$ cat src/rtl/bhs_pkg.sv
package bhs_pkg;

	localparam int RASTER_DEPTH     = 262144;
	localparam int RASTER_ADDR_BITS = $clog2(RASTER_DEPTH);
	localparam int GRID_INDEX_BITS  = 10;
	localparam int RAW_ADDR_BITS    = 33;

	localparam logic [RAW_ADDR_BITS-1:0] RASTER_LIMIT = RAW_ADDR_BITS'(RASTER_DEPTH);
	localparam logic [9:0] GRID_MASK = 10'((64'd1 << GRID_INDEX_BITS) - 64'd1);
	localparam logic [26:0] COORD_MAX = 27'h7FF_FFFF;
	localparam logic [15:0] HEIGHT_MAX = 16'hFF00;

	localparam logic [1:0] REG_ROW_STRIDE   = 2'd0;
	localparam logic [1:0] REG_COL_STEP     = 2'd1;
	localparam logic [1:0] REG_ROW_STEP     = 2'd2;
	localparam logic [1:0] REG_GRID_SAMPLES = 2'd3;

	localparam logic [10:0] ROW_STRIDE_RESET   = 11'd1;
	localparam logic [25:0] STEP_RESET         = 26'd65536;
	localparam logic [10:0] GRID_SAMPLES_RESET = 11'd500;

	localparam logic OP_WRITE  = 1'b0;
	localparam logic OP_SAMPLE = 1'b1;

	typedef struct packed {
		logic        opcode;
		logic [17:0] pixel_address;
		logic [7:0]  pixel_value;
		logic [9:0]  grid_row;
		logic [9:0]  grid_col;
	} in_item_t;

	typedef struct packed {
		logic [26:0] x_pos;
		logic [26:0] y_pos;
		logic [15:0] height;
		logic [19:0] point_index;
		logic        out_of_range;
	} out_item_t;

	typedef struct packed {
		logic                        we;
		logic [RASTER_ADDR_BITS-1:0] addr;
		logic [7:0]                  wdata;
	} ram_req_t;

	typedef struct packed {
		logic [3:0][7:0] z;
		logic [15:0]     fx;
		logic [15:0]     fy;
	} blend_in_t;

endpackage

$ cat src/rtl/bhs_interp.sv
module bhs_interp (
	input  logic               clk,
	input  logic               arst_n,
	input  logic               start,
	input  bhs_pkg::blend_in_t req,
	output logic [15:0]        height
);
	import bhs_pkg::*;

	logic        v_s1;
	logic [23:0] zw1_s1;
	logic [23:0] zw2_s1;
	logic [15:0] fy_s1;
	logic [15:0] height_s2;

	logic signed [24:0] d2;
	logic signed [41:0] p2;
	logic signed [42:0] s2;

	// a*(1-f) + b*f folded into a*65536 + (b-a)*f
	function automatic logic [23:0] blend_row(logic [7:0] a, logic [7:0] b, logic [15:0] f);
		logic signed [8:0]  d;
		logic signed [25:0] p;
		logic signed [26:0] s;
		d = $signed({1'b0, b}) - $signed({1'b0, a});
		p = d * $signed({1'b0, f});
		s = $signed({3'b000, a, 16'h0000}) + 27'(p);
		return s[23:0];
	endfunction

	always_ff @(posedge clk or negedge arst_n) begin
		if (!arst_n) begin
			v_s1 <= 1'b0;
		end else begin
			v_s1 <= start;
		end
	end

	always_ff @(posedge clk) begin
		if (start) begin
			zw1_s1 <= blend_row(req.z[0], req.z[1], req.fx);
			zw2_s1 <= blend_row(req.z[2], req.z[3], req.fx);
			fy_s1  <= req.fy;
		end
	end

	assign d2 = $signed({1'b0, zw2_s1}) - $signed({1'b0, zw1_s1});
	assign p2 = d2 * $signed({1'b0, fy_s1});
	assign s2 = $signed({3'b000, zw1_s1, 16'h0000}) + 43'sd8388608 + 43'(p2);

	always_ff @(posedge clk) begin
		if (v_s1) begin
			height_s2 <= s2[39:24];
		end
	end

	assign height = height_s2;

endmodule

$ cat config.mk
export PLATFORM = sky130hd
export DESIGN_NAME = bhs_interp
export DESIGN_NICKNAME = d
export VERILOG_FILES = /design/src/rtl/bhs_pkg.sv /design/src/rtl/bhs_interp.sv
export SDC_FILE = /design/constraint.sdc
export NUM_CORES = 2
export LEC_CHECK = 0
export ABC_CLOCK_PERIOD_IN_PS = 9160
export BUFFER_PORTS_ARGS = -buffer_cell sky130_fd_sc_hd__clkbuf_2
export CORE_MARGIN = 3
export CORE_UTILIZATION = 46
export CTS_BUF_LIST = sky130_fd_sc_hd__clkbuf_8
export CTS_CLUSTER_SIZE = 8
export DETAILED_ROUTE_END_ITERATION = 6
export GPL_TIMING_DRIVEN = 0
export SLEW_MARGIN = 10
export SYNTH_ARGS = -nofsm -noshare
export SYNTH_HDL_FRONTEND = slang
export SYNTH_SLANG_ARGS = --single-unit
$ cat constraint.sdc
create_clock -name clk -period 9.16 [get_ports clk]
set_input_delay 1.832 -clock clk [delete_from_list [all_inputs] [get_ports clk]]
set_output_delay 1.832 -clock clk [all_outputs]
set_load 0.05 [all_outputs]
==> results by group <==
Critical path
  • CP max FO: 10
  • Worst endpoint required time: 9.35 ns
  • Worst r2r src: zw1_s1[0]$_DFFE_PP_
  • Arrival @ worst endpoint: 9.02 ns
  • Critical path endpoint: height[15]$_DFFE_PP_
  • Crit. Startpoint: zw1_s1[0]$_DFFE_PP_
  • CP Class: reg -> reg
  • Cell mode on critical path: fa_1
  • Worst Setup End Kind: flop
  • Crit start category: flop
  • R2r setup slk: 0.33 ns
  • CP peak stage delay: 0.55 ns
  • Critical-path top delay cell: fa_1
  • R2R depth: 31
  • RR Endpoint: height[15]$_DFFE_PP_

Timing
  • Setup tns final: 0 ns
  • Slew Limit Fails: 0
  • Final Skew: 0.0446 ns
  • Final min period: 8.83 ns
  • Worst Hold Margin: 0.967 ns
  • Slew @ Worst Pin: 1.05 ns
  • Rel. slew slack: 0.296
  • Final hold viol count: 0
  • Setup Viol. Count Final: 0
  • RSZ-0062 raised after global routing: yes
  • Final period util: 0.963
  • Fmax: 0.113 GHz

Die
  • Effective utilization at floorplan: 0.470
  • Die Ht: 256 um
  • Site Rows: 90
  • DIE AREA: 65400 um^2
  • Ports: 83
  • Die W: 256 um
  • Core box area: 61000 um^2

Finish
  • Layout net count: 4118
  • Final core utilization: 0.501
  • Share of cells above drive strength 1: 0.0573
  • Layout area overhead: 6.70%

Route
  • Detailed Route WL: 74.1 mm
  • Met2 WL: 37.2 mm
  • WL/cell: 18.6 um
  • Met3 routed WL: 3.40 mm
  • DR top layer: met4
  • 1st-pass router iterations: 7
  • Drt drc: 0
  • Initial DRC Count: 1035
  • Met1 wire length: 31.1 mm
  • Drt via density: 5.02
  • Remaining antenna violation count: 0
  • Via count: 20.0k

Clocking
  • CTS Hold Buffers Added: 0
  • CTS tree: built
  • Clock-pin slew on the worst setup and hold paths: 0.13 ns
  • Clk sinks: 81
  • H-tree depth: 3
  • Clock Tree Buf Depth: 2
  • Clk root buf: clkbuf_8
  • Clk Latency, worst-skew pair: 0.47 ns
  • CTS buffer count: 9

Logic synthesis
  • Avg Inst Size Synth: 9.44 um^2
  • Yosys reg bits: 81
  • Cell variety after synth: 71
  • Cell Area, Synth: 28700 um^2
  • Syn_nets: 4018
  • Ys Warns: 0
  • Cells after synthesis: 3038
  • Post-synth ARST share: 0.0123
  • Post-synth EDFFs: 80
  • Sequential share of the synthesized area: 0.0847
  • Top FF cell, synth: edfxtp_1

GRT
  • Global-route congestion overflow total: 0
  • First-pass GRT wire length: 120 mm
  • GRT Overall Usage: 0.236
  • Pin count of the biggest net entering global routing: 58
  • Initial antenna violation count: 1
  • Vias in the first global route: 22.2k

Run
  • # Max-Cap Violations: 0

Place
  • GP Congestion: 0.916
  • Port Buffers: 82
  • HPWL after detailed placement: 63.7 mm

Status
  • Outcome: finished clean

Worst hold path
  • Hold depth: 0
  • Min-delay src: v_s1$_DFF_PN0_
  • Hold Crit Class: reg -> reg
==> layer usage <==
layer,GRT usage,vias up
li1,-,9150
met1,0.299,10200
met2,0.419,490
met3,0.0276,112
met4,0.0782,0
met5,0,-
==> worst min-delay path by stage <==
stage                                end  slack (ns)
floorplan            height[0]$_DFFE_PP_        0.77
global placement    height[11]$_DFFE_PP_        0.96
detailed placement  height[11]$_DFFE_PP_        0.97
CTS                 height[10]$_DFFE_PP_        0.99
global route        height[10]$_DFFE_PP_        1.05
finish              height[10]$_DFFE_PP_        0.97
==> flip-flops by register name, indices dropped and copies added, names as in the netlist <==
register,flops
v_s1,1
zw1_s1,24
zw2_s1,24
height,16
fy_s1,16
==> area by class of cell <==
class / count / area, um^2
Antenna cell: 4 / 10.0
Buffer: 92 / 385
Clock buffer: 9 / 124
Clock inverter: 7 / 92.6
Fill cell: 5882 / 30400
Inverter: 808 / 3030
Multi-Input combinational cell: 2057 / 23000
Sequential cell: 81 / 2430
Tap cell: 828 / 1040
Timing Repair Buffer: 89 / 485
==> placed cells by master, fill, tap and decap left out, types with 5 or more instances in the layout <==
cell type	instances
inv_1	809
xnor2_2	15
a21oi_2	5
fa_1	624
clkbuf_8	9
clkbuf_2	88
or3_1	6
ha_1	289
nor2b_1	50
and2_1	299
edfxtp_1	80
o21bai_1	12
o21a_1	10
nand2_1	291
buf_4	8
a21o_1	27
nand3_1	14
nor3_1	14
a21boi_0	11
nand2b_1	67
nor2_1	58
xor2_1	17
xnor2_1	72
a21oi_1	55
clkbuf_1	76
and2_2	6
o21ai_0	32
==> logic make-up after synthesis <==
| logic type | after synthesis | synth area share |
|---|---|---|
| AO/OA/AOI/OAI | 204 | 0.0494 |
| adder cells (fa/ha/maj) | 913 | 0.562 |
| multiplexers | 2 | 0.000873 |
| buffers and inverters | 900 | 0.119 |
| flip-flops | 81 | 0.0847 |
| XOR/XNOR | 108 | 0.0340 |
| AND/OR/NAND/NOR | 830 | 0.150 |
==> cell usage after synthesis, types with 3 or more instances <==
master     count  area (um^2)
nand4_1        3         18.8
and2_2         6         45.0
a211oi_1       4         30.0
ha_1         289         3620
o21ai_0       33          165
nand3_1       14         70.1
nor2_1        58          218
fa_1         624        12500
a21boi_0      12         90.1
a21o_1        27          203
or3_1          6         37.5
xnor2_1       85          744
xor2_1        19          166
o21bai_1      12         90.1
a21oi_1       58          290
clkbuf_1      83          312
nor2b_1       50          313
and4_1         3         26.3
inv_1        808         3030
a31oi_1        4         25.0
nor4_1         4         25.0
o21a_1        10         75.1
nand2b_1      67          419
nor3_1        14         70.1
edfxtp_1      80         2400
a2111oi_0      3         26.3
nand2_1      293         1100
and2_1       299         1870
and2_4         4         35.0
buf_2          5         25.0
o21ai_1        4         20.0
==> per-stage QoR <==
stage                     setup WS (ns)  area [um^2]  cells
after floorplan                   0.975        28700   3038
after global placement           -0.503        30100   3948
after detailed placement         -0.550        30200   3949
after CTS                       0.00141        30400   3965
after global routing            -0.0621        30600   3972
final                             0.334        30600   3975
==> timing repair <==
action | 4_1_cts | 5_1_grt
resized for setup | 11 | 30
setup buffers | 0 | 6
endpoints found under the setup margin | 10 | 14
pin swaps | 0 | 5
==> worst max-delay path: cells and delay by family, from the launching register on <==
| family | cells | cell delay, ns |
|---|---|---|
| adder cells (fa/ha/maj) | 9 | 3.88 |
| AO/OA/AOI/OAI | 10 | 2.14 |
| XOR/XNOR | 3 | 0.71 |
| flip-flops | 1 | 0.49 |
| buffers and inverters | 5 | 0.58 |
| AND/OR/NAND/NOR | 4 | 0.76 |
Power is left out: the tool's default activity adds up to more than one toggle a clock period on the data nets, which glitch-free logic cannot reach.
